$ cat src/rtl/gfinv_pkg.sv
// shared types and constants for the gf(2^m) inverse block
package gfinv_pkg;

    localparam int FIELD_DEGREE_DEF = 10;
    localparam int MODULUS_RESET_DEF = 1033;

    typedef enum logic [1:0] {
        ST_IDLE,
        ST_CHECK,
        ST_RUN
    } ctrl_state_t;

    typedef struct packed {
        logic load;
        logic reduce;
        logic swap;
        logic finish;
        logic fail;
        logic sel_v0;
    } dp_cmd_t;

    typedef struct packed {
        logic r0_zero;
        logic r0_one;
        logic r1_zero;
        logic r1_one;
        logic div_done;
    } dp_status_t;

endpackage

$ cat src/rtl/gfinv_in_if.sv
// operand channel interface
interface gfinv_in_if import gfinv_pkg::*; #(
    parameter int FIELD_DEGREE = FIELD_DEGREE_DEF
);
    logic                    valid;
    logic                    ready;
    logic [FIELD_DEGREE-1:0] operand;

    modport source (output valid, output operand, input ready);
    modport sink (input valid, input operand, output ready);
endinterface

$ cat src/rtl/gfinv_out_if.sv
// result channel interface
interface gfinv_out_if import gfinv_pkg::*; #(
    parameter int FIELD_DEGREE = FIELD_DEGREE_DEF
);
    logic                    valid;
    logic                    ready;
    logic [FIELD_DEGREE-1:0] inverse;
    logic                    no_inverse;

    modport source (output valid, output inverse, output no_inverse, input ready);
    modport sink (input valid, input inverse, input no_inverse, output ready);
endinterface

$ cat src/rtl/gf2m_inverse_ext_euclid.sv
// gf(2^m) inverse by the extended euclidean algorithm, top level
// sequence: a load step, a check step, then one reduce step per nonzero quotient bit
//   and one swap step per euclid round; a finished result also waits while the output register is full
// throughput: one item at a time; the next operand is taken the cycle after a result
//   is registered, while that result waits in the output register
// reset: asynchronous active low; control goes idle, modulus returns to x^10+x^3+1
module gf2m_inverse_ext_euclid import gfinv_pkg::*; #(
    parameter int FIELD_DEGREE = FIELD_DEGREE_DEF,
    parameter logic [FIELD_DEGREE:0] MODULUS_RESET = (FIELD_DEGREE + 1)'(MODULUS_RESET_DEF)
) (
    input  logic                  clk,
    input  logic                  rst_n,
    input  logic                  cfg_we,
    input  logic [FIELD_DEGREE:0] cfg_wdata,
    gfinv_in_if.sink              operand_chan,
    gfinv_out_if.source           result_chan
);

    dp_cmd_t    cmd;
    dp_status_t status;

    gfinv_ctrl u_ctrl (
        .clk       (clk),
        .rst_n     (rst_n),
        .in_valid  (operand_chan.valid),
        .in_ready  (operand_chan.ready),
        .out_valid (result_chan.valid),
        .out_ready (result_chan.ready),
        .status    (status),
        .cmd       (cmd)
    );

    gfinv_dp #(
        .FIELD_DEGREE  (FIELD_DEGREE),
        .MODULUS_RESET (MODULUS_RESET)
    ) u_dp (
        .clk        (clk),
        .rst_n      (rst_n),
        .cfg_we     (cfg_we),
        .cfg_wdata  (cfg_wdata),
        .operand    (operand_chan.operand),
        .cmd        (cmd),
        .status     (status),
        .inverse    (result_chan.inverse),
        .no_inverse (result_chan.no_inverse)
    );

endmodule

$ cat src/rtl/gfinv_dp.sv
// euclid datapath: remainder pair, coefficient pair, modulus and result registers
module gfinv_dp import gfinv_pkg::*; #(
    parameter int FIELD_DEGREE = FIELD_DEGREE_DEF,
    parameter logic [FIELD_DEGREE:0] MODULUS_RESET = (FIELD_DEGREE + 1)'(MODULUS_RESET_DEF)
) (
    input  logic                    clk,
    input  logic                    rst_n,
    input  logic                    cfg_we,
    input  logic [FIELD_DEGREE:0]   cfg_wdata,
    input  logic [FIELD_DEGREE-1:0] operand,
    input  dp_cmd_t                 cmd,
    output dp_status_t              status,
    output logic [FIELD_DEGREE-1:0] inverse,
    output logic                    no_inverse
);

    localparam int PW = FIELD_DEGREE + 1;
    localparam int DW = $clog2(PW);

    logic [PW-1:0]           modulus_reg;
    logic [PW-1:0]           r0_reg;
    logic [PW-1:0]           r1_reg;
    logic [FIELD_DEGREE-1:0] v0_reg;
    logic [FIELD_DEGREE-1:0] v1_reg;
    logic [FIELD_DEGREE-1:0] inverse_reg;
    logic                    no_inv_reg;

    logic [DW-1:0]           d0;
    logic [DW-1:0]           d1;
    logic [DW-1:0]           sh;
    logic [PW-1:0]           r0_red;
    logic [FIELD_DEGREE-1:0] v0_red;

    // leading-one position, zero for the zero polynomial
    function automatic logic [DW-1:0] poly_deg(input logic [PW-1:0] p);
        logic [DW-1:0] d;
        d = '0;
        for (int i = 0; i < PW; i++)
        begin
            if (p[i])
                d = DW'(i);
        end
        return d;
    endfunction

    // one long-division step cancels the top bit of r0
    always_comb
    begin
        d0 = poly_deg(r0_reg);
        d1 = poly_deg(r1_reg);
        sh = d0 - d1;
        r0_red = r0_reg ^ (r1_reg << sh);
        v0_red = v0_reg ^ (v1_reg << sh);
        status.r0_zero  = (r0_reg == '0);
        status.r0_one   = (r0_reg == PW'(1));
        status.r1_zero  = (r1_reg == '0);
        status.r1_one   = (r1_reg == PW'(1));
        status.div_done = (r0_reg == '0) || (d0 < d1);
    end

    always_ff @(posedge clk or negedge rst_n)
    begin
        if (!rst_n)
        begin
            modulus_reg <= MODULUS_RESET;
        end
        else if (cfg_we)
        begin
            modulus_reg <= cfg_wdata;
        end
    end

    always_ff @(posedge clk)
    begin
        if (cmd.load)
        begin
            r0_reg <= modulus_reg;
            r1_reg <= {1'b0, operand};
            v0_reg <= '0;
            v1_reg <= FIELD_DEGREE'(1);
        end
        else if (cmd.reduce)
        begin
            r0_reg <= r0_red;
            v0_reg <= v0_red;
        end
        else if (cmd.swap)
        begin
            r0_reg <= r1_reg;
            r1_reg <= r0_reg;
            v0_reg <= v1_reg;
            v1_reg <= v0_reg;
        end
    end

    always_ff @(posedge clk or negedge rst_n)
    begin
        if (!rst_n)
        begin
            inverse_reg <= '0;
            no_inv_reg  <= 1'b0;
        end
        else if (cmd.finish)
        begin
            no_inv_reg <= cmd.fail;
            if (cmd.fail)
                inverse_reg <= '0;
            else if (cmd.sel_v0)
                inverse_reg <= v0_reg;
            else
                inverse_reg <= v1_reg;
        end
    end

    assign inverse    = inverse_reg;
    assign no_inverse = no_inv_reg;

`ifndef ASSERT_OFF
    // every reduction leaves the dividend smaller than before
    a_reduce_shrinks: assert property (@(posedge clk) disable iff (!rst_n)
        cmd.reduce |=> (r0_reg < $past(r0_reg)))
        else $error("reduction did not lower the remainder");

    a_fail_zero: assert property (@(posedge clk) disable iff (!rst_n)
        no_inv_reg |-> (inverse_reg == '0))
        else $error("failed inversion carries a nonzero result");
`endif

endmodule

$ cat src/rtl/gfinv_ctrl.sv
// sequencer for the euclid rounds and the result handshake
module gfinv_ctrl import gfinv_pkg::*; (
    input  logic       clk,
    input  logic       rst_n,
    input  logic       in_valid,
    output logic       in_ready,
    output logic       out_valid,
    input  logic       out_ready,
    input  dp_status_t status,
    output dp_cmd_t    cmd
);

    ctrl_state_t state_reg;
    ctrl_state_t state_next;
    logic        out_valid_reg;
    logic        out_valid_next;
    logic        slot_free;

    assign slot_free = !out_valid_reg || out_ready;

    always_ff @(posedge clk or negedge rst_n)
    begin
        if (!rst_n)
        begin
            state_reg     <= ST_IDLE;
            out_valid_reg <= 1'b0;
        end
        else
        begin
            state_reg     <= state_next;
            out_valid_reg <= out_valid_next;
        end
    end

    always_comb
    begin
        state_next = state_reg;
        cmd        = '0;
        in_ready   = 1'b0;
        unique case (state_reg)
            ST_IDLE:
            begin
                in_ready = 1'b1;
                if (in_valid)
                begin
                    cmd.load   = 1'b1;
                    state_next = ST_CHECK;
                end
            end
            ST_CHECK:
            begin
                // operand of zero or one needs no round
                if (status.r1_zero || status.r1_one)
                begin
                    if (slot_free)
                    begin
                        cmd.finish = 1'b1;
                        cmd.fail   = status.r1_zero;
                        state_next = ST_IDLE;
                    end
                end
                else
                begin
                    state_next = ST_RUN;
                end
            end
            ST_RUN:
            begin
                if (!status.div_done)
                begin
                    cmd.reduce = 1'b1;
                end
                else if (status.r0_zero || status.r0_one)
                begin
                    // remainder becomes the new divisor: zero fails, one ends
                    if (slot_free)
                    begin
                        cmd.swap   = 1'b1;
                        cmd.finish = 1'b1;
                        cmd.fail   = status.r0_zero;
                        cmd.sel_v0 = 1'b1;
                        state_next = ST_IDLE;
                    end
                end
                else
                begin
                    cmd.swap = 1'b1;
                end
            end
            default:
            begin
                state_next = ST_IDLE;
            end
        endcase
    end

    always_comb
    begin
        if (cmd.finish)
            out_valid_next = 1'b1;
        else if (out_ready)
            out_valid_next = 1'b0;
        else
            out_valid_next = out_valid_reg;
    end

    assign out_valid = out_valid_reg;

`ifndef ASSERT_OFF
    a_run_divisor: assert property (@(posedge clk) disable iff (!rst_n)
        (state_reg == ST_RUN) |-> (!status.r1_zero && !status.r1_one))
        else $error("round running with a trivial divisor");

    a_no_overwrite: assert property (@(posedge clk) disable iff (!rst_n)
        cmd.finish |-> (!out_valid_reg || out_ready))
        else $error("result overwritten before its transaction");
`endif

endmodule

$ cat src/flat_wrapper.sv
// flat-port wrapper written by rule: the top's interface ports become plain ports
module gf2m_inverse_ext_euclid_flat import gfinv_pkg::*;
#(
    parameter int FIELD_DEGREE = FIELD_DEGREE_DEF,
    parameter logic [FIELD_DEGREE:0] MODULUS_RESET = (FIELD_DEGREE + 1)'(MODULUS_RESET_DEF)
)
  (clk, rst_n, cfg_we, cfg_wdata, operand_chan_valid, operand_chan_operand, operand_chan_ready, result_chan_valid, result_chan_inverse, result_chan_no_inverse, result_chan_ready);
  gfinv_in_if #(.FIELD_DEGREE(FIELD_DEGREE)) operand_chan_i ();
  gfinv_out_if #(.FIELD_DEGREE(FIELD_DEGREE)) result_chan_i ();
  input  logic clk;
  input  logic rst_n;
  input  logic cfg_we;
  input  logic [FIELD_DEGREE:0] cfg_wdata;
  input wire logic [$bits(operand_chan_i.valid)-1:0] operand_chan_valid;
  input wire logic [$bits(operand_chan_i.operand)-1:0] operand_chan_operand;
  output wire logic [$bits(operand_chan_i.ready)-1:0] operand_chan_ready;
  output wire logic [$bits(result_chan_i.valid)-1:0] result_chan_valid;
  output wire logic [$bits(result_chan_i.inverse)-1:0] result_chan_inverse;
  output wire logic [$bits(result_chan_i.no_inverse)-1:0] result_chan_no_inverse;
  input wire logic [$bits(result_chan_i.ready)-1:0] result_chan_ready;
  assign operand_chan_i.valid = operand_chan_valid;
  assign operand_chan_i.operand = operand_chan_operand;
  assign operand_chan_ready = operand_chan_i.ready;
  assign result_chan_valid = result_chan_i.valid;
  assign result_chan_inverse = result_chan_i.inverse;
  assign result_chan_no_inverse = result_chan_i.no_inverse;
  assign result_chan_i.ready = result_chan_ready;
  gf2m_inverse_ext_euclid #(.FIELD_DEGREE(FIELD_DEGREE), .MODULUS_RESET(MODULUS_RESET)) u_core (.clk(clk), .rst_n(rst_n), .cfg_we(cfg_we), .cfg_wdata(cfg_wdata), .operand_chan(operand_chan_i), .result_chan(result_chan_i));
endmodule
$ cat config.mk
export PLATFORM = sky130hd
export DESIGN_NAME = gf2m_inverse_ext_euclid_flat
export DESIGN_NICKNAME = d
export VERILOG_FILES = /design/src/rtl/gfinv_pkg.sv /design/src/rtl/gfinv_in_if.sv /design/src/rtl/gfinv_out_if.sv /design/src/rtl/gf2m_inverse_ext_euclid.sv /design/src/rtl/gfinv_dp.sv /design/src/rtl/gfinv_ctrl.sv /design/src/flat_wrapper.sv
export SDC_FILE = /design/constraint.sdc
export NUM_CORES = 1
export LEC_CHECK = 0
export ABC_CLOCK_PERIOD_IN_PS = 6860
export BUFFER_PORTS_ARGS = -buffer_cell sky130_fd_sc_hd__buf_2
export CELL_PAD_IN_SITES_DETAIL_PLACEMENT = 1
export CELL_PAD_IN_SITES_GLOBAL_PLACEMENT = 2
export CORE_UTILIZATION = 42
export DETAILED_ROUTE_END_ITERATION = 6
export PLACE_DENSITY = 0.95
export SYNTH_ARGS = -nofsm -noshare
export SYNTH_HDL_FRONTEND = slang
export SYNTH_HIERARCHICAL = 1
export SYNTH_SLANG_ARGS = --single-unit
$ cat constraint.sdc
create_clock -name clk -period 6.86 [get_ports clk]
set_clock_uncertainty 0.05 [all_clocks]
set_input_delay 1.372 -clock clk [delete_from_list [all_inputs] [get_ports clk]]
set_output_delay 1.372 -clock clk [all_outputs]
set_load 0.005 [all_outputs]
==> results of run 1 <==
## cell usage in the layout, fill, tap and decap left out, types with 7 or more instances in the layout
cell      synthesis  final
a21oi_1          48     48
buf_2             1     38
clkbuf_8          3     11
dfrtp_1          22     22
dfxtp_1          21     21
edfxtp_1         21     21
ha_1              8      8
inv_1            21     21
mux2_2           22     22
mux2i_1          28     28
mux4_2           10     10
nand2_1          53     53
nand2b_1          8      8
nor2_1           26     26
nor3_1            8      7
nor3b_1           9      9
o21a_1            8      8
o21ai_0          15     15
o22ai_1          11     11
xnor2_1           7      7
## through the flow
| stage | util, % | setup WS [ns] |
|---|---|---|
| after floorplan | - | 3.48 |
| after global placement | 45.0 | 2.50 |
| after detailed placement | 45.0 | 2.41 |
| after CTS | 46.8 | 2.35 |
| after global routing | 46.8 | 2.04 |
| final | 46.8 | 2.33 |
## kinds of logic after synthesis
group	Yosys count	share of synthesized area (%)
XOR/XNOR	11	2.15
adder cells (fa/ha/maj)	9	2.68
multiplexers	63	17.9
flip-flops	67	37.5
AO/OA/AOI/OAI	115	16.1
buffers and inverters	54	6.68
AND/OR/NAND/NOR	141	16.9
## final cells by class
class	count	area (um2)	share of cell area, %
multi-input cells	339	2500	51.8
flip-flops and latches	67	1680	34.8
repair buffers	41	213	4.41
well taps	136	170	3.53
clock buffers	12	155	3.21
inverters	22	82.6	1.71
clock inverters	4	23.8	0.492
## tightest hold or removal path: cells and delay by family (launching register included)
family          cells  cell delay, ns
simple gates        1            0.06
flops               1            0.33
compound gates      1            0.05
## worst max-delay path by stage
stage	depth (start not counted)	from	slack [ns]	to
4_1_cts	14	u_core/u_dp/r0_reg[2]$_DFFE_PP_	2.35	u_core/u_dp/r1_reg[9]$_DFFE_PP_
2_1_floorplan	16	u_core/u_dp/r1_reg[1]$_DFFE_PP_	3.48	u_core/u_dp/r0_reg[8]$_DFFE_PP_
3_5_place_dp	11	u_core/u_dp/r1_reg[8]$_DFFE_PP_	2.41	u_core/u_dp/inverse[2]$_DFFE_PN0P_
5_1_grt	14	u_core/u_dp/r0_reg[2]$_DFFE_PP_	2.04	u_core/u_dp/r1_reg[9]$_DFFE_PP_
3_3_place_gp	11	u_core/u_dp/r1_reg[8]$_DFFE_PP_	2.50	u_core/u_dp/inverse[2]$_DFFE_PN0P_
6_report	14	u_core/u_dp/r0_reg[2]$_DFFE_PP_	2.33	u_core/u_dp/r1_reg[2]$_DFFE_PP_
## per-layer routing
| layer | wire length, um | track usage, % | share of wire (%) |
|---|---|---|---|
| met1 | 5660 | 32.2 | 46 |
| met4 | 221 | 8.45 | 1.8 |
| met3 | 477 | 3.09 | 3.9 |
| met2 | 5820 | 37.6 | 48 |
| met5 | 0 | 0 | 0 |
==> reports/qor_table.md, run 1 <==
| Result | Value | Unit |
|:---|:---|:---|
| Synthesized netlist cell count | 460 | - |
| Routed via count | 3628 | - |
| Tightest slew margin relative to the limit | 19.0 | % |
| Overall die area | 0.0111 | mm2 |
| Initial Util | 43.4 | % |
| Final clock period utilization by the worst path | 66.0 | % |
| Total CTS buffers | 9 | - |
| Final wirelength | 12200 | um |
| Result of the run | finished, final reports clean | - |
| Kind of cell adding the most delay to the critical path | simple AND/OR/NAND/NOR gates | - |
| Worst-Skew Late Latency | 0.36 | ns |
| Setup slack of the most critical reg-to-reg path | 2.33 | ns |
| Number of port buffers | 38 | - |
| Part of the Yosys area used for sequential elements | 37.5 | % |
| Fin area | 0.00483 | mm2 |
| DP Cell Count | 605 | - |
| Total setup violations reported at the end of the flow | 0 | - |
| Routed WL per cell | 19.6 | um |
| Total clock sinks | 67 | - |
| Cell variety after synth | 69 | - |
| Critical Path Fanout Max | 39 | - |
| Core region area | 0.0103 | mm2 |
| Hold Crit Start | u_core/u_dp/v0_reg[1]$_SDFFE_PP0P_ | - |
| GR Util All Layers | 23.4 | % |
| Post-synthesis to final-layout area growth | 7.86 | % |
| Post-route non-filler standard cell count | 621 | - |
| Highest cell delay on the worst timing path | 0.71 | ns |
| Post-synthesis net count | 495 | - |
| Number of cell rows | 37 | - |
| Number of filler instances in the final layout | 1192 | - |
| Vias in the first global route | 3750 | - |
| H-tree depth reported by CTS | 3 | - |
| Number of DRC markers after the initial detailed-route iteration | 240 | - |
| First-pass detailed-route iteration total | 5 | - |
| Clock tree from TritonCTS | done | - |
| Final worst path period need | 4.53 | ns |
| Required time at the worst-slack endpoint | 6.79 | ns |
| Length in cells of the worst reg-to-reg path | 14 | - |
| Die width | 105 | um |
| Routability cong. | 0.865 | - |
| Cell area after placement | 0.00465 | mm2 |
| Critical register-to-register path startpoint | u_core/u_dp/r0_reg[2]$_DFFE_PP_ | - |
| Startpoint-to-endpoint class of the critical path | register to register | - |
| Biggest area contributors in the synthesized netlist | edfxtp_1, dfrtp_1, dfxtp_1, mux2i_1, mux2_2 | - |
| Syn Std Cell Area | 0.00448 | mm2 |
| First-pass GRT wire length | 20000 | um |
| Sum of negative setup slack | 0 | ns |
| Total buffers and inverters traversed by the critical path | 1 | - |
| Number of flops mapped to enable cells by yosys | 21 | - |
| Slowest cell on the critical path | nor2b_4 | - |
| Count of antenna-violating nets left after detailed routing | 0 | - |
| Post-synthesis register bit count | 67 | - |
| Sink of the worst hold path | u_core/u_dp/v1_reg[1]$_SDFFE_PP0P_ | - |
| Hold Buf Count CTS | 0 | - |
| Ratio of cells with drive above 1 in the final layout | 23.5 | % |
| Unrepaired setup endpoints after global routing | false | - |
| Number of antenna violations at the first check in global routing | 0 | - |
| Number of maximum-capacitance constraint violations | 0 | - |
| Maximum number of pins on one net before global-route repair | 64 | - |
| Post-detailed-route DRC marker count | 0 | - |
| GRT overflow | 0 | - |
| Worst path cell trace | inv_1 -> a21oi_1 -> o21bai_1 -> a21oi_1 -> nor2_1 -> o21bai_1 -> ha_1 -> fa_1 -> nor2b_1 -> o21a_1 -> o22ai_1 -> nor2b_4 -> nand2b_1 -> nand2b_1 | - |
| Post-Route Hold Slack | 0.438 | ns |
| Reg clk slew, reported paths | 0.08 | ns |
| Number of buffers inserted to repair setup after CTS | 0 | - |
| Most frequently used cell type in the post-synthesis netlist | nand2_1 | - |
| Worst-case clock buffer depth | 2 | - |
| Post-DP HPWL | 8930 | um |
| Post-synthesis cell type with the largest combined area | edfxtp_1 | - |
| Max Freq | 221 | MHz |
| Top-area cell type share of the netlist area | 14.1 | % |
| Main flop type after synthesis | dfrtp_1 | - |
| Master cell of the clock root buffer | clkbuf_8 | - |
| Avg Inst Size Synth | 9.73 | um2 |
| Via-per-instance ratio | 5.84 | - |
| Max Slew Vio Count | 0 | - |
| CP Capture Type | register | - |
| Boundary Pins | 39 | - |
| Hold Vio Cnt, Final | 0 | - |
| Number of cells on the worst hold path | 2 | - |
| Kind of start point of the critical path | register | - |
| Number of nets in the layout | 515 | - |
| R2R Path End | u_core/u_dp/r1_reg[2]$_DFFE_PP_ | - |
| Number of diodes | 0 | - |
| Async set-or-reset flop fraction in the synthesized netlist | 37.3 | % |
| Y dimension of the die | 105 | um |
| Most used standard cells in the synthesized netlist | nand2_1, a21oi_1, mux2i_1 | - |
| Actual slew at the worst max-slew pin | 1.21 | ns |
| Yosys synthesis warning count | 6 | - |
| CP Data Arrival Time | 4.46 | ns |
| Post-cts sizing count | 0 | - |
| Worst hold-check path type | register to register | - |
Power of run 1 is left out: the tool's default activity adds up to more than one toggle a clock period on the data nets, which glitch-free logic cannot reach.
==> run 2: changes to the inputs <==
--- a/config.mk
+++ b/config.mk
@@ -5,13 +5,14 @@
 export SDC_FILE = /design/constraint.sdc
 export NUM_CORES = 1
 export LEC_CHECK = 0
-export ABC_CLOCK_PERIOD_IN_PS = 6860
+export ABC_AREA = 1
+export ABC_CLOCK_PERIOD_IN_PS = 3800
 export BUFFER_PORTS_ARGS = -buffer_cell sky130_fd_sc_hd__buf_2
 export CELL_PAD_IN_SITES_DETAIL_PLACEMENT = 1
 export CELL_PAD_IN_SITES_GLOBAL_PLACEMENT = 2
-export CORE_UTILIZATION = 42
+export CORE_UTILIZATION = 31
 export DETAILED_ROUTE_END_ITERATION = 6
-export PLACE_DENSITY = 0.95
+export PLACE_DENSITY = 0.87
 export SYNTH_ARGS = -nofsm -noshare
 export SYNTH_HDL_FRONTEND = slang
 export SYNTH_HIERARCHICAL = 1
==> constraint.sdc (replaced) <==
create_clock -name clk -period 3.8 [get_ports clk]
set_clock_uncertainty 0.05 [all_clocks]
set_input_delay 0.76 -clock clk [delete_from_list [all_inputs] [get_ports clk]]
set_output_delay 0.76 -clock clk [all_outputs]
set_load 0.005 [all_outputs]
==> reports/qor_table.md, run 2 <==
| Result | Value | Unit | Change |
|:---|:---|:---|:---|
| Startpoint-to-endpoint class of the critical path | register to register | - | unchanged |
| Total setup violations reported at the end of the flow | 0 | - | unchanged |
| Total clock sinks | 67 | - | unchanged |
| Tightest slew margin relative to the limit | 54.7 | % | was 19.0% |
| CP Capture Type | register | - | unchanged |
| Post-synthesis cell type with the largest combined area | nand2_1 | - | was edfxtp_1 |
| First-pass detailed-route iteration total | 5 | - | unchanged |
| Cell variety after synth | 35 | - | was 69 |
| R2R Path End | u_core/u_dp/v0_reg[2]$_SDFFE_PP0P_ | - | was u_core/u_dp/r1_reg[2]$_DFFE_PP_ |
| Post-detailed-route DRC marker count | 0 | - | unchanged |
| Highest cell delay on the worst timing path | 0.45 | ns | was 0.71 ns |
| Part of the Yosys area used for sequential elements | 37.7 | % | was 37.5% |
| Hold Vio Cnt, Final | 0 | - | unchanged |
| Unrepaired setup endpoints after global routing | false | - | unchanged |
| H-tree depth reported by CTS | 3 | - | unchanged |
| Routed via count | 4467 | - | was 3628 |
| Synthesized netlist cell count | 651 | - | was 460 |
| Number of port buffers | 38 | - | unchanged |
| Number of flops mapped to enable cells by yosys | 21 | - | unchanged |
| Count of antenna-violating nets left after detailed routing | 0 | - | unchanged |
| Termination of the worst setup path | u_core/u_dp/v0_reg[2]$_SDFFE_PP0P_ | - | was u_core/u_dp/r1_reg[2]$_DFFE_PP_ |
| Via-per-instance ratio | 5.14 | - | was 5.84 |
| Routability cong. | 0.858 | - | was 0.865 |
| Most frequently used cell type in the post-synthesis netlist | nand2_1 | - | unchanged |
| Area taken by flip-flops and latches | 0.00168 | mm2 | unchanged |
| Yosys synthesis warning count | 6 | - | unchanged |
| Most used standard cells in the synthesized netlist | nand2_1, nand3_1, inv_1 | - | was nand2_1, a21oi_1, mux2i_1 |
| Number of DRC markers after the initial detailed-route iteration | 322 | - | was 240 |
| Sum of negative setup slack | 0 | ns | unchanged |
| CP Data Arrival Time | 3.70 | ns | was 4.46 ns |
| Syn Std Cell Area | 0.00446 | mm2 | was 0.00448 mm2 |
| Post-route setup slack | 0.273 | ns | was 2.33 ns |
| Post-synthesis net count | 686 | - | was 495 |
| Final clock period utilization by the worst path | 92.8 | % | was 66.0% |
| Master cell of the clock root buffer | clkbuf_16 | - | was clkbuf_8 |
| Hold Buf Count CTS | 0 | - | unchanged |
| Worst Setup Slack post-DPL | 0.0848 | ns | was 2.41 ns |
| Biggest area contributors in the synthesized netlist | nand2_1, edfxtp_1, dfrtp_1, nand3_1, dfxtp_1 | - | was edfxtp_1, dfrtp_1, dfxtp_1, mux2i_1, mux2_2 |
| Area used by multi-input combinational logic | 0.00236 | mm2 | was 0.00250 mm2 |
| Slowest cell on the critical path | fa_1 | - | was nor2b_4 |
| Result of the run | finished, final reports clean | - | unchanged |
| Cell occurring most often along the worst timing path | nand2_1 | - |  |
| Ratio of cells with drive above 1 in the final layout | 14.8 | % | was 23.5% |
| Number of diodes | 0 | - | unchanged |
| Final worst path period need | 3.53 | ns | was 4.53 ns |
| Required time at the worst-slack endpoint | 3.97 | ns | was 6.79 ns |
| Initial Util | 32.0 | % | was 43.4% |
| GRT overflow | 0 | - | unchanged |
| Maximum number of pins on one net before global-route repair | 46 | - | was 64 |
| Total buffers and inverters traversed by the critical path | 5 | - | was 1 |
| Y dimension of the die | 122 | um | was 105 um |
| GR Util All Layers | 20.2 | % | was 23.4% |
| Most common cell after layout, fill and taps aside | nand2_1 | - | unchanged |
| Number of antenna violations at the first check in global routing | 0 | - | unchanged |
| Routed WL per cell | 16.5 | um | was 19.6 um |
| Die width | 122 | um | was 105 um |
| Setup slack of the most critical reg-to-reg path | 0.27 | ns | was 2.33 ns |
| Avg Inst Size Synth | 6.85 | um2 | was 9.73 um2 |
| Worst hold-check path type | primary input to asynchronous set/reset pin | - | was register to register |
| Final wirelength | 14300 | um | was 12200 um |
| Clock tree from TritonCTS | done | - | unchanged |
| Total CTS buffers | 9 | - | unchanged |
| Post-DP HPWL | 10400 | um | was 8930 um |
| First-pass GRT wire length | 23100 | um | was 20000 um |
| Vias in the first global route | 4542 | - | was 3750 |
| Number of filler instances in the final layout | 1809 | - | was 1192 |
| Async set-or-reset flop fraction in the synthesized netlist | 37.3 | % | unchanged |
| Kind of start point of the critical path | register | - | unchanged |
| Post-synthesis to final-layout area growth | 15.1 | % | was 7.86% |
| Max Freq | 284 | MHz | was 221 MHz |
| Worst path cell trace | inv_1 -> o21ai_1 -> a21oi_1 -> o21ai_0 -> nand2_1 -> nand2_1 -> nand2_1 -> ha_1 -> fa_1 -> inv_1 -> nand2_1 -> a21oi_1 -> o22ai_1 -> nand2_2 -> inv_2 -> nand2_2 -> nand2_1 -> nand2_4 -> clkinvlp_4 -> buf_4 -> nand2_1 -> o21ai_0 -> a21oi_1 -> nor2_1 | - | was inv_1 -> a21oi_1 -> o21bai_1 -> a21oi_1 -> nor2_1 -> o21bai_1 -> ha_1 -> fa_1 -> nor2b_1 -> o21a_1 -> o22ai_1 -> nor2b_4 -> nand2b_1 -> nand2b_1 |
| Number of nets in the layout | 719 | - | was 515 |
| Worst-case clock buffer depth | 2 | - | unchanged |
| Length in cells of the worst reg-to-reg path | 24 | - | was 14 |
| Boundary Pins | 39 | - | unchanged |
| Reg clk slew, reported paths | 0.06 | ns | was 0.08 ns |
| Post-synthesis register bit count | 67 | - | unchanged |
| Top-area cell type share of the netlist area | 18.3 | % | was 14.1% |
| Overall die area | 0.0149 | mm2 | was 0.0111 mm2 |
| Main flop type after synthesis | dfrtp_1 | - | unchanged |
| Actual slew at the worst max-slew pin | 0.679 | ns | was 1.21 ns |
| Most used cells in the layout excluding fill and tap cells | nand2_1, nand3_1, inv_1 | - | was nand2_1, a21oi_1, buf_2 |
| Max Slew Vio Count | 0 | - | unchanged |
| Core region area | 0.0139 | mm2 | was 0.0103 mm2 |
| Worst-Skew Late Latency | 0.35 | ns | was 0.36 ns |
| Kind of cell adding the most delay to the critical path | simple AND/OR/NAND/NOR gates | - | unchanged |
| Number of cell rows | 43 | - | was 37 |
| Critical register-to-register path startpoint | u_core/u_dp/r0_reg[1]$_DFFE_PP_ | - | was u_core/u_dp/r0_reg[2]$_DFFE_PP_ |
| Timing startpoint of the critical path | u_core/u_dp/r0_reg[1]$_DFFE_PP_ | - | was u_core/u_dp/r0_reg[2]$_DFFE_PP_ |
| Number of maximum-capacitance constraint violations | 0 | - | unchanged |
| Stages on the worst setup path | 24 | - | was 14 |
| Critical Path Fanout Max | 13 | - | was 39 |
run 2: logic make-up after synthesis:
group,count (synthesis),share of synthesized area [%]
compound gates,110,13.5
buf+inv,103,9.69
simple gates,352,34.1
xor+xnor,3,0.590
flops,67,37.7
mux,7,1.77
fa+ha+maj,9,2.70
run 2: timing repair:
| item | in CTS | in global routing |
|---|---|---|
| setup buffers | 0 | 3 |
| resized for setup | 0 | 9 |
| endpoints found under the setup margin | 0 | 39 |
run 2: worst min path at each step:
stage	startpoint	end	slack, ns	cells past startpoint
3_5_place_dp	u_core/u_dp/inverse[8]$_DFFE_PN0P_	u_core/u_dp/inverse[8]$_DFFE_PN0P_	0.41	2
6_report	rst_n	u_core/u_dp/modulus_reg[1]$_DFFE_PN0P_	0.38	1
4_1_cts	rst_n	u_core/u_dp/modulus_reg[1]$_DFFE_PN0P_	0.40	1
2_1_floorplan	u_core/u_dp/modulus_reg[3]$_DFFE_PN1P_	u_core/u_dp/modulus_reg[3]$_DFFE_PN1P_	0.40	2
3_3_place_gp	u_core/u_dp/inverse[9]$_DFFE_PN0P_	u_core/u_dp/inverse[9]$_DFFE_PN0P_	0.41	2
5_1_grt	rst_n	u_core/u_dp/modulus_reg[1]$_DFFE_PN0P_	0.42	1
run 2: routing by layer:
metal | wire length [um] | vias to the layer above | GRT usage, % | part of all wire (%)
met3 | 653 | 19 | 3.60 | 4.6
met5 | 0 | - | 0 | 0
met1 | 6760 | 2127 | 27.1 | 47
li1 | - | 2204 | - | -
met2 | 6630 | 117 | 32.3 | 46
met4 | 257 | 0 | 7.64 | 1.8
run 2: worst reg2reg max path: cells and delay by family (launching register included):
kind / cells / cell delay [ns]
AND/OR/NAND/NOR: 10 / 0.96
adder cells (fa/ha/maj): 2 / 0.67
buffers and inverters: 5 / 0.47
AO/OA/AOI/OAI: 7 / 0.89
flip-flops: 1 / 0.37
run 2: metrics by stage:
stage               utilization (%)  area [um2]  hold WS, ns  cells
floorplan                         -        4460        0.404    651
finish                         36.8        5130        0.377    869
CTS                            36.4        5080        0.403    864
detailed placement             34.3        4790        0.414    848
global placement               34.3        4790        0.408    848
global route                   36.8        5130        0.423    869
run 2: layout make-up:
type	instances	area share, %
clock buffer	13	5.29
clock inverter	3	0.366
inverter	72	5.34
multi-input combinational	482	46.1
sequential	67	32.8
tap	180	4.39
timing repair buffer	51	5.61
timing repair inverter	1	0.146
Power of run 2 is left out for the same reason.
==> run 3: changes to the inputs <==
--- a/config.mk
+++ b/config.mk
@@ -12,7 +12,7 @@
 export CELL_PAD_IN_SITES_GLOBAL_PLACEMENT = 2
 export CORE_UTILIZATION = 31
 export DETAILED_ROUTE_END_ITERATION = 6
-export PLACE_DENSITY = 0.87
+export PLACE_DENSITY = 0.78
 export SYNTH_ARGS = -nofsm -noshare
 export SYNTH_HDL_FRONTEND = slang
 export SYNTH_HIERARCHICAL = 1
==> reports/qor_table.md, run 3 (synthesis results as in run 2) <==
| Result | Value | Unit | Change |
|:---|:---|:---|:---|
| Critical register-to-register path startpoint | u_core/u_dp/r0_reg[1]$_DFFE_PP_ | - | unchanged |
| Post-route setup slack | 0.246 | ns | was 0.273 ns |
| H-tree depth reported by CTS | 3 | - | unchanged |
| Core region area | 0.0139 | mm2 | unchanged |
| Worst path cell trace | inv_1 -> o21ai_0 -> a21oi_1 -> o21ai_1 -> nand2_1 -> nand2_1 -> nand2_1 -> ha_1 -> fa_1 -> inv_1 -> nand2_1 -> a21oi_1 -> o22ai_1 -> nand2_2 -> inv_2 -> nand2_2 -> nand2_1 -> nand2_4 -> nand2_1 | - | was inv_1 -> o21ai_1 -> a21oi_1 -> o21ai_0 -> nand2_1 -> nand2_1 -> nand2_1 -> ha_1 -> fa_1 -> inv_1 -> nand2_1 -> a21oi_1 -> o22ai_1 -> nand2_2 -> inv_2 -> nand2_2 -> nand2_1 -> nand2_4 -> clkinvlp_4 -> buf_4 -> nand2_1 -> o21ai_0 -> a21oi_1 -> nor2_1 |
| Cell occurring most often along the worst timing path | nand2_1 | - | unchanged |
| Clock tree from TritonCTS | done | - | unchanged |
| Overall die area | 0.0149 | mm2 | unchanged |
| Routability cong. | 0.891 | - | was 0.858 |
| Number of maximum-capacitance constraint violations | 0 | - | unchanged |
| Startpoint-to-endpoint class of the critical path | register to register | - | unchanged |
| Max Freq | 281 | MHz | was 284 MHz |
| Total clock sinks | 67 | - | unchanged |
| Number of port buffers | 38 | - | unchanged |
| Number of DRC markers after the initial detailed-route iteration | 231 | - | was 322 |
| Most common cell after layout, fill and taps aside | nand2_1 | - | unchanged |
| Fin area | 0.00516 | mm2 | was 0.00513 mm2 |
| Hold Buf Count CTS | 0 | - | unchanged |
| Post-route core utilization | 37.0 | % | was 36.8% |
| Worst-Skew Late Latency | 0.34 | ns | was 0.35 ns |
| Total buffers and inverters traversed by the critical path | 3 | - | was 5 |
| Number of antenna violations at the first check in global routing | 0 | - | unchanged |
| Post-detailed-route DRC marker count | 0 | - | unchanged |
| Maximum number of pins on one net before global-route repair | 46 | - | unchanged |
| Length in cells of the worst reg-to-reg path | 19 | - | was 24 |
| Highest cell delay on the worst timing path | 0.46 | ns | was 0.45 ns |
| Cell area after placement | 0.00480 | mm2 | was 0.00479 mm2 |
| Via-per-instance ratio | 5.06 | - | was 5.14 |
| CP Capture Type | register | - | unchanged |
| Kind of cell adding the most delay to the critical path | simple AND/OR/NAND/NOR gates | - | unchanged |
| Result of the run | finished, final reports clean | - | unchanged |
| Kind of start point of the critical path | register | - | unchanged |
| Actual slew at the worst max-slew pin | 0.654 | ns | was 0.679 ns |
| Routed via count | 4406 | - | was 4467 |
| Final worst path period need | 3.55 | ns | was 3.53 ns |
| First-pass GRT wire length | 23900 | um | was 23100 um |
| Number of cell rows | 43 | - | unchanged |
| Post-DP HPWL | 10600 | um | was 10400 um |
| First-pass detailed-route iteration total | 4 | - | was 5 |
| Post-synthesis to final-layout area growth | 15.8 | % | was 15.1% |
| Y dimension of the die | 122 | um | unchanged |
| GR Util All Layers | 21.0 | % | was 20.2% |
| Initial Util | 32.0 | % | unchanged |
| Routed WL per cell | 16.4 | um | was 16.5 um |
| GRT overflow | 0 | - | unchanged |
| Total setup violations reported at the end of the flow | 0 | - | unchanged |
| Critical Path Fanout Max | 10 | - | was 13 |
| Number of nets in the layout | 721 | - | was 719 |
| Most used cells in the layout excluding fill and tap cells | nand2_1, nand3_1, inv_1 | - | unchanged |
| CP Data Arrival Time | 3.45 | ns | was 3.70 ns |
| Hold Vio Cnt, Final | 0 | - | unchanged |
| Ratio of cells with drive above 1 in the final layout | 15.1 | % | was 14.8% |
| Tightest slew margin relative to the limit | 56.4 | % | was 54.7% |
| Reg clk slew, reported paths | 0.06 | ns | about the same |
| Required time at the worst-slack endpoint | 3.69 | ns | was 3.97 ns |
| DP Cell Count | 850 | - | was 848 |
| Final wirelength | 14300 | um | about the same |
| Worst hold-check path type | primary input to asynchronous set/reset pin | - | unchanged |
| Count of antenna-violating nets left after detailed routing | 0 | - | unchanged |
| Master cell of the clock root buffer | clkbuf_16 | - | unchanged |
| Die width | 122 | um | unchanged |
| Final clock period utilization by the worst path | 93.5 | % | was 92.8% |
| Setup slack of the most critical reg-to-reg path | 0.25 | ns | was 0.27 ns |
| Worst Setup Slack post-DPL | -0.00195 | ns | was 0.0848 ns |
| Number of filler instances in the final layout | 1783 | - | was 1809 |
| Slowest cell on the critical path | fa_1 | - | unchanged |
| Total CTS buffers | 9 | - | unchanged |
| Post-route non-filler standard cell count | 871 | - | was 869 |
| Vias in the first global route | 4598 | - | was 4542 |
| R2R Path End | u_core/u_dp/r1_reg[2]$_DFFE_PP_ | - | was u_core/u_dp/v0_reg[2]$_SDFFE_PP0P_ |
| Worst-case clock buffer depth | 2 | - | unchanged |
| Max Slew Vio Count | 0 | - | unchanged |
| Number of diodes | 0 | - | unchanged |
| Boundary Pins | 39 | - | unchanged |
run 3: worst max path at each step:
stage                                    start  depth (start not counted)  slack (ns)                            endpoint
5_1_grt        u_core/u_dp/r0_reg[1]$_DFFE_PP_                         24      -0.006  u_core/u_dp/v0_reg[2]$_SDFFE_PP0P_
6_report       u_core/u_dp/r0_reg[1]$_DFFE_PP_                         19        0.25     u_core/u_dp/r1_reg[2]$_DFFE_PP_
3_5_place_dp   u_core/u_dp/r1_reg[2]$_DFFE_PP_                         22      -0.002  u_core/u_dp/inverse[6]$_DFFE_PN0P_
2_1_floorplan  u_core/u_dp/r0_reg[2]$_DFFE_PP_                         23        0.70  u_core/u_dp/v0_reg[2]$_SDFFE_PP0P_
4_1_cts        u_core/u_dp/r1_reg[2]$_DFFE_PP_                         22        0.04  u_core/u_dp/inverse[6]$_DFFE_PN0P_
3_3_place_gp   u_core/u_dp/r1_reg[2]$_DFFE_PP_                         22        0.14  u_core/u_dp/inverse[6]$_DFFE_PN0P_
run 3: timing repair:
action	4_1_cts	5_1_grt
setup buffers	0	3
setup endpoints to repair	4	38
gates cloned	1	1
pin swaps	1	1
gates resized for setup	0	9
run 3: area by class of cell:
| class | instances | area [um2] | area share, % |
|---|---|---|---|
| Clock buffer | 10 | 250 | 4.85 |
| Clock inverter | 6 | 62.6 | 1.21 |
| Inverter | 72 | 274 | 5.31 |
| Multi-Input combinational cell | 482 | 2360 | 45.7 |
| Sequential cell | 67 | 1680 | 32.6 |
| Tap cell | 180 | 225 | 4.36 |
| Timing Repair Buffer | 53 | 303 | 5.87 |
| Timing Repair inverter | 1 | 7.51 | 0.145 |
run 3: metal layers:
metal	wire length [um]	vias up	GRT usage, %
met5	0	-	0
met4	169	0	5.63
met3	696	16	4.21
met2	6800	78	34.7
met1	6650	2105	27.7
li1	-	2207	-
run 3: through the flow:
stage / hold WS (ns) / setup TNS (ns)
floorplan: 0.404 / 0
global placement: 0.410 / 0
detailed placement: 0.417 / -0.00195
CTS: 0.395 / 0
global route: 0.426 / -0.00595
finish: 0.377 / 0
Power of run 3 is left out for the same reason.
